===== config.mk =====
export PLATFORM = sky130hd
export DESIGN_NAME = annexb_keyframe_detector_top_flat
export DESIGN_NICKNAME = d
export VERILOG_FILES = /design/src/akd_pkg.sv /design/src/akd_if.sv /design/src/annexb_keyframe_detector_top.sv /design/src/flat_wrapper.sv
export SDC_FILE = /design/constraint.sdc
export NUM_CORES = 1
export LEC_CHECK = 0
export ABC_AREA = 1
export BUFFER_PORTS_ARGS = -buffer_cell sky130_fd_sc_hd__buf_2
export CAP_MARGIN = 20
export CORE_AREA = 2 2 45 68
export CTS_CLUSTER_SIZE = 20
export DETAILED_ROUTE_END_ITERATION = 7
export DIE_AREA = 0 0 47 70
export PLACE_DENSITY = 0.68
export SETUP_SLACK_MARGIN = 0.5
export SLEW_MARGIN = 20
export SYNTH_ARGS = -nofsm -noshare
export SYNTH_HDL_FRONTEND = slang
export SYNTH_SLANG_ARGS = --single-unit

===== constraint.sdc =====
create_clock -name clk -period 1.4 [get_ports clk]
set_input_delay 0.28 -clock clk [delete_from_list [all_inputs] [get_ports clk]]
set_output_delay 0.28 -clock clk [all_outputs]
set_load 0.01 [all_outputs]

===== src/akd_pkg.sv =====
// ----------------------------------------------------------------------------
// akd_pkg: shared types and constants for the Annex-B keyframe detector
// Payload types, NAL type codes and the header classification function.
// ----------------------------------------------------------------------------
package akd_pkg;

  typedef logic [7:0] data_byte_t;
  typedef logic [1:0] zero_run_t;

  // codec selection held in the configuration register
  typedef enum logic {
    CODEC_H264 = 1'b0,
    CODEC_H265 = 1'b1
  } codec_mode_t;

  // nal type field masks
  localparam logic [4:0] H264_TYPE_MASK = 5'h1F;
  localparam logic [5:0] H265_TYPE_MASK = 6'h3F;

  // h.264 nal types that allow decoding to start
  localparam logic [4:0] H264_NAL_IDR = 5'd5;
  localparam logic [4:0] H264_NAL_SPS = 5'd7;
  localparam logic [4:0] H264_NAL_PPS = 5'd8;

  // h.265 nal types that allow decoding to start
  localparam logic [5:0] H265_NAL_VPS       = 6'd32;
  localparam logic [5:0] H265_NAL_SPS       = 6'd33;
  localparam logic [5:0] H265_NAL_PPS       = 6'd34;
  localparam logic [5:0] H265_NAL_IRAP_LOW  = 6'd16;
  localparam logic [5:0] H265_NAL_IRAP_HIGH = 6'd21;

  // zero run saturates once a start code prefix is complete
  localparam zero_run_t ZERO_RUN_PREFIX = 2'd2;
  localparam data_byte_t START_CODE_ONE = 8'h01;
  localparam data_byte_t ZERO_BYTE      = 8'h00;

  // true when a nal header byte marks a random-access point or parameter set
  function automatic logic header_qualifies(input codec_mode_t mode, input data_byte_t hdr);
    logic [4:0] t264;
    logic [5:0] t265;
    logic       hit;
    t264 = hdr[4:0] & H264_TYPE_MASK;
    t265 = hdr[6:1] & H265_TYPE_MASK;
    case (mode)
      CODEC_H265: begin
        hit = (t265 == H265_NAL_VPS) || (t265 == H265_NAL_SPS) ||
              (t265 == H265_NAL_PPS) ||
              ((t265 >= H265_NAL_IRAP_LOW) && (t265 <= H265_NAL_IRAP_HIGH));
      end
      default: begin
        hit = (t264 == H264_NAL_IDR) || (t264 == H264_NAL_SPS) ||
              (t264 == H264_NAL_PPS);
      end
    endcase
    return hit;
  endfunction

endpackage


===== src/akd_if.sv =====
// ----------------------------------------------------------------------------
// akd channel interfaces
// Valid/ready channels for byte input, unit results and configuration.
// ----------------------------------------------------------------------------

// byte input channel
interface akd_in_if
  import akd_pkg::*;
();
  logic       valid;
  logic       ready;
  data_byte_t data_byte;
  logic       unit_last;
  logic       rearm_wait;

  modport source (output valid, output data_byte, output unit_last, output rearm_wait,
                  input ready);
  modport sink (input valid, input data_byte, input unit_last, input rearm_wait,
                output ready);
endinterface

// per-unit result channel
interface akd_out_if
  import akd_pkg::*;
();
  logic valid;
  logic ready;
  logic can_start;
  logic forward_unit;

  modport source (output valid, output can_start, output forward_unit, input ready);
  modport sink (input valid, input can_start, input forward_unit, output ready);
endinterface

// configuration write channel
interface akd_cfg_if
  import akd_pkg::*;
();
  logic        valid;
  logic        ready;
  codec_mode_t codec_mode;

  modport source (output valid, output codec_mode, input ready);
  modport sink (input valid, input codec_mode, output ready);
endinterface


===== src/annexb_keyframe_detector_top.sv =====
// ----------------------------------------------------------------------------
// annexb_keyframe_detector_top: Annex-B start code and keyframe gate
// Scans access units byte by byte and reports one result per unit.
// ----------------------------------------------------------------------------
// Usage:
//   bytes   - one beat per stream byte; unit_last marks the last byte of an
//             access unit, rearm_wait on a unit's first byte re-arms the gate.
//   results - one beat per access unit: can_start (parameter set or
//             random-access nal seen) and forward_unit (passes the gate).
//   cfg     - one beat writes codec_mode (0 h.264, 1 h.265); always ready;
//             users write only with no unit in flight; block does not enforce.
// Throughput is one byte per cycle while no last byte waits for a full result
// register: the start code scan state is a two-bit zero counter and a few
// flags updated once per byte. The last byte of a unit is scanned in the input
// register and its result is registered in the result register as it leaves;
// a pending result that stalls can hold it in the input register.
// Reset clears the scan, arms the keyframe gate and selects h.264.
// When results stalls, the pending result holds and the next unit's bytes
// keep flowing until its own last byte needs the result register.
// ----------------------------------------------------------------------------
module annexb_keyframe_detector_top
  import akd_pkg::*;
(
  input  logic  clk,
  input  logic  rst,
  akd_in_if.sink    bytes,
  akd_out_if.source results,
  akd_cfg_if.sink   cfg
);

  // configuration register
  codec_mode_t codec_mode;

  // input register
  logic       s1_valid;
  data_byte_t s1_byte;
  logic       s1_last;
  logic       s1_rearm;
  logic       s1_go;

  // scan and gate state
  zero_run_t zero_run, zero_run_next;
  logic      header_next, header_next_next;
  logic      found_key, found_key_next;
  logic      at_unit_start, at_unit_start_next;
  logic      waiting_keyframe, waiting_keyframe_next;

  // result register
  logic out_valid;
  logic out_can, out_fwd;
  logic can_next, fwd_next;
  logic wait_eff;

  // configuration writes
  assign cfg.ready = 1'b1;

  always_ff @(posedge clk) begin
    if (rst) begin
      codec_mode <= CODEC_H264;
    end else if (cfg.valid) begin
      codec_mode <= cfg.codec_mode;
    end
  end

  // input register advance: a last byte needs a free result slot
  assign s1_go       = s1_valid && (!s1_last || !out_valid || results.ready);
  assign bytes.ready = !s1_valid || s1_go;

  always_ff @(posedge clk) begin
    if (rst) begin
      s1_valid <= 1'b0;
    end else if (bytes.ready) begin
      s1_valid <= bytes.valid;
    end
  end

  always_ff @(posedge clk) begin
    if (bytes.ready && bytes.valid) begin
      s1_byte  <= bytes.data_byte;
      s1_last  <= bytes.unit_last;
      s1_rearm <= bytes.rearm_wait;
    end
  end

  // start code scan, header classification and gate decision
  always_comb begin
    wait_eff              = waiting_keyframe || (at_unit_start && s1_rearm);
    zero_run_next         = zero_run;
    header_next_next      = header_next;
    found_key_next        = found_key;
    at_unit_start_next    = 1'b0;
    waiting_keyframe_next = wait_eff;

    if (header_next) begin
      if (header_qualifies(codec_mode, s1_byte)) begin
        found_key_next = 1'b1;
      end
      header_next_next = 1'b0;
      zero_run_next    = '0;
    end else if (s1_byte == ZERO_BYTE) begin
      if (zero_run < ZERO_RUN_PREFIX) begin
        zero_run_next = zero_run + 2'd1;
      end
    end else begin
      if ((s1_byte == START_CODE_ONE) && (zero_run >= ZERO_RUN_PREFIX)) begin
        header_next_next = 1'b1;
      end
      zero_run_next = '0;
    end

    can_next = found_key_next;
    fwd_next = !wait_eff || found_key_next;

    // unit end: gate update and scan clear
    if (s1_last) begin
      waiting_keyframe_next = wait_eff && !found_key_next;
      zero_run_next         = '0;
      header_next_next      = 1'b0;
      found_key_next        = 1'b0;
      at_unit_start_next    = 1'b1;
    end
  end

  always_ff @(posedge clk) begin
    if (rst) begin
      zero_run         <= '0;
      header_next      <= 1'b0;
      found_key        <= 1'b0;
      at_unit_start    <= 1'b1;
      waiting_keyframe <= 1'b1;
    end else if (s1_go) begin
      zero_run         <= zero_run_next;
      header_next      <= header_next_next;
      found_key        <= found_key_next;
      at_unit_start    <= at_unit_start_next;
      waiting_keyframe <= waiting_keyframe_next;
    end
  end

  // result register
  always_ff @(posedge clk) begin
    if (rst) begin
      out_valid <= 1'b0;
    end else if (s1_go && s1_last) begin
      out_valid <= 1'b1;
    end else if (results.ready) begin
      out_valid <= 1'b0;
    end
  end

  always_ff @(posedge clk) begin
    if (s1_go && s1_last) begin
      out_can <= can_next;
      out_fwd <= fwd_next;
    end
  end

  assign results.valid        = out_valid;
  assign results.can_start    = out_can;
  assign results.forward_unit = out_fwd;

  // a new result only follows a last byte leaving the input register
  a_result_from_last : assert property (@(posedge clk) disable iff (rst)
    (results.valid && !$past(results.valid)) |-> $past(s1_go && s1_last))
    else $error("result appeared without a unit end");

  // a unit that may start decoding always passes the gate
  a_can_forwards : assert property (@(posedge clk) disable iff (rst)
    (results.valid && results.can_start) |-> results.forward_unit)
    else $error("keyframe unit was not forwarded");

  // a pending header byte never carries a zero count
  a_header_no_zeros : assert property (@(posedge clk) disable iff (rst)
    header_next |-> (zero_run == '0))
    else $error("header pending with nonzero zero run");

  // scan state is clean at the start of every unit
  a_unit_clear : assert property (@(posedge clk) disable iff (rst)
    (s1_go && s1_last) |=> (zero_run == '0 && !header_next && !found_key && at_unit_start))
    else $error("scan state not cleared after unit end");

endmodule

===== src/flat_wrapper.sv =====
// flat-port wrapper written by rule: the top's interface ports become plain ports
module annexb_keyframe_detector_top_flat import akd_pkg::*;
  (clk, rst, bytes_valid, bytes_data_byte, bytes_unit_last, bytes_rearm_wait, bytes_ready, results_valid, results_can_start, results_forward_unit, results_ready, cfg_valid, cfg_codec_mode, cfg_ready);
  akd_in_if bytes_i ();
  akd_out_if results_i ();
  akd_cfg_if cfg_i ();
  input  logic clk;
  input  logic rst;
  input wire logic [$bits(bytes_i.valid)-1:0] bytes_valid;
  input wire logic [$bits(bytes_i.data_byte)-1:0] bytes_data_byte;
  input wire logic [$bits(bytes_i.unit_last)-1:0] bytes_unit_last;
  input wire logic [$bits(bytes_i.rearm_wait)-1:0] bytes_rearm_wait;
  output wire logic [$bits(bytes_i.ready)-1:0] bytes_ready;
  output wire logic [$bits(results_i.valid)-1:0] results_valid;
  output wire logic [$bits(results_i.can_start)-1:0] results_can_start;
  output wire logic [$bits(results_i.forward_unit)-1:0] results_forward_unit;
  input wire logic [$bits(results_i.ready)-1:0] results_ready;
  input wire logic [$bits(cfg_i.valid)-1:0] cfg_valid;
  input wire logic [$bits(cfg_i.codec_mode)-1:0] cfg_codec_mode;
  output wire logic [$bits(cfg_i.ready)-1:0] cfg_ready;
  assign bytes_i.valid = bytes_valid;
  assign bytes_i.data_byte = bytes_data_byte;
  assign bytes_i.unit_last = bytes_unit_last;
  assign bytes_i.rearm_wait = bytes_rearm_wait;
  assign bytes_ready = bytes_i.ready;
  assign results_valid = results_i.valid;
  assign results_can_start = results_i.can_start;
  assign results_forward_unit = results_i.forward_unit;
  assign results_i.ready = results_ready;
  assign cfg_i.valid = cfg_valid;
  assign cfg_i.codec_mode = cfg_codec_mode;
  assign cfg_ready = cfg_i.ready;
  annexb_keyframe_detector_top u_core (.clk(clk), .rst(rst), .bytes(bytes_i), .results(results_i), .cfg(cfg_i));
endmodule

==> impl_metrics.tcl <==
set metrics [dict create \
    final_nets 153 \
    worstPathRequired_ps 1600 \
    avgSynthCellArea_sq_um 9.18 \
    pre_cts_ws_ps 72.5 \
    track_usage_pct 12.1 \
    antenna_left 0 \
    die_w_microns 47 \
    cp-endpoint "u_core.found_key" \
    cp.arrival_ps 1640 \
    syn_inst 99 \
    insertion_delay_ps 260 \
    die_y_microns 70 \
    regMostFlops "u_core.s1_byte" \
    coreArea_sq_um 2760 \
    clock.fmax_ghz 0.697 \
    crit_type "reg2reg" \
    reg_top3 "u_core.s1_byte (8), u_core.zero_run (2)" \
    failed_checks "setup timing" \
    synth_fp_nets 116 \
    drc_errors 0 \
    cts_tree "yes" \
    grt_max_degree 12 \
    root_buffer "clkbuf_8" \
    cp-end-kind "register" \
    status "complete, but fails checks" \
    ys_types 21 \
    min_period_ps 1440 \
    hold_violations 0 \
    viasPerCell 4.56 \
    fin_skew_ps 2.13 \
    n_antenna_cell 0 \
    io_pins 21 \
    critical_path.max_stage_delay_ps 450 \
    worst-path-buf-inv 2 \
    place_congestion 0.839 \
    cts_buffer_depth 2 \
    reg2reg_from "u_core.s1_byte[1]" \
    cpMostUsedCell "nand2_1" \
    vias 793 \
    crit_cells 9 \
    yosys_warnings 0 \
    wl_microns 1950 \
    min_period_over_period_pct 103 \
    r2r_cells 9 \
    p_leak_nw 0.588 \
    synth_seq_cells 21 \
    drv_cap 0 \
    cts_buffers 3 \
    holdCritPathClass "in2reg" \
    crit_chain "nor2_2 -> nand2_1 -> nand2_1 -> nand2_1 -> nand2_1 -> nand3_2 -> buf_4 -> buf_6 -> a21oi_2" \
    hpwl_microns 1300 \
    whs_ps 190 \
    die_area_sq_um 3290 \
    reg2reg_to "u_core.found_key" \
    synth_area_sq_um 908 \
    std_cell_rows 24 \
    ir_drop_uv 687 \
    cp-start-kind "register" \
    gr-total-overflow 0 \
    grt_pass1_vias 762 \
    drt_first_pass_iters 4 \
    drive_above_1_share_pct 45.9 \
    setup_viol 2 \
    drt_iter0_markers 19 \
    slew_violations 0 \
    routedWlPerCell_microns 11.2 \
    cp_slowest_cell "edfxtp_1" \
    rsz0062_at_grt "true" \
    grt_pass1_wl_microns 2930 \
    finalWorstSetupSlack_ps -35.4 \
    layout-area-overhead-vs-synth_pct 46.0 \
    cp_top_family "simple AND/OR/NAND/NOR gates" \
    cp_max_fo 3 \
    antenna_found_initial 0 \
    n_fill_cell 256 \
    ff2ff_setup_slack_ps -40 \
    largest_reg_flops 8 \
    critPathLaunch "u_core.s1_byte[1]" \
    start_util_pct 32.9 \
    synth-seq-area-share_pct 59.5 \
    clock_sinks 21 \
    portBuffers 19 \
    powerDensity_nw_per_um2 941 \
    path_clk_slew_ps 70 \
    htreeDepth 1 \
]
## per-stage QoR
stage | cell area (sq um) | cells | util [%] | power [mW] | setup TNS (ps)
floorplan | 947 | 99 | - | 0.778 | 0
global placement | 1100 | 158 | 39.8 | 0.817 | 0
CTS | 1240 | 167 | 44.9 | 1.23 | 0
detailed placement | 1100 | 158 | 39.8 | 0.822 | 0
finish | 1330 | 174 | 48.0 | 1.25 | -52.1
global route | 1330 | 174 | 48.0 | 1.29 | -412
## synthesized netlist by cell type
cell / instances / area, sq um
dfxtp_1: 9 / 180
o21ai_0: 3 / 15.0
nor3b_1: 1 / 7.51
nand2_1: 22 / 82.6
conb_1: 1 / 3.75
inv_1: 15 / 56.3
a21oi_1: 6 / 30.0
nand4_1: 1 / 6.26
or2_4: 1 / 8.76
or2_2: 1 / 6.26
nand3_1: 8 / 40.0
o21ai_1: 1 / 5.00
nor2_1: 10 / 37.5
ha_1: 1 / 12.5
o211a_1: 1 / 10.0
edfxtp_1: 12 / 360
nor2_2: 2 / 12.5
inv_2: 1 / 3.75
nand2_2: 1 / 6.26
nor3_4: 1 / 16.3
buf_4: 1 / 7.51
## worst min path at each step
stage	start	end	slack (ps)	cells past startpoint
floorplan	rst	u_core.s1_valid	350	1
global placement	u_core.at_unit_start	u_core.at_unit_start	440	2
detailed placement	u_core.at_unit_start	u_core.at_unit_start	450	2
CTS	bytes_data_byte[3]	u_core.s1_byte[3]	190	1
global route	bytes_data_byte[0]	u_core.s1_byte[0]	180	1
finish	bytes_data_byte[3]	u_core.s1_byte[3]	190	1
## where the power goes
part	total, mW	switching, mW	internal [mW]
clock	0.395	0.192	0.203
sequential	0.704	0.0209	0.683
combinational	0.149	0.0786	0.0706
total	1.25	0.291	0.957
## logic make-up (layout without fill, tap and decap cells)
logic type,after synthesis,in the layout,synth area share (%)
other,1,1,0.413
flip-flops,21,21,59.5
AO/OA/AOI/OAI,11,11,6.61
adder cells (fa/ha/maj),1,1,1.38
AND/OR/NAND/NOR,48,48,24.7
buffers and inverters,17,53,7.44
## timing repair
item,4_1_cts,5_1_grt
pin swaps,10,7
gates cloned,1,0
buffers inserted,4,7
setup endpoints to repair,26,26
hold buffers,0,0
gates resized for setup,16,10
## area by class of cell
class,count,area [sq um],area share [%]
Multi-Input combinational cell,61,375,28.3
Timing Repair Buffer,32,231,17.5
Sequential cell,21,542,40.8
Inverter,16,72.6,5.47
Clock buffer,4,45.0,3.40
Tap cell,39,48.8,3.68
Timing Repair inverter,1,11.3,0.849
## cell usage in the layout, fill, tap and decap left out, drive strengths merged
cell    count
buf        32
nand2      23
inv        17
edfxtp     12
nor2       12
dfxtp       9
nand3       8
a21oi       6
clkbuf      4
o21ai       4
or2         2
nor3b       1
nand4       1
nor3        1
o211a       1
ha          1
conb        1
## metal layers
metal | share of wire, % | vias to the layer above | GRT usage [%]
li1 | - | 389 | -
met1 | 35 | 367 | 12.2
met2 | 57 | 26 | 19.9
met3 | 4.2 | 11 | 4.13
met4 | 4.1 | 0 | 7.41
met5 | 0 | - | 0
Power figures use the tool's default switching activity.
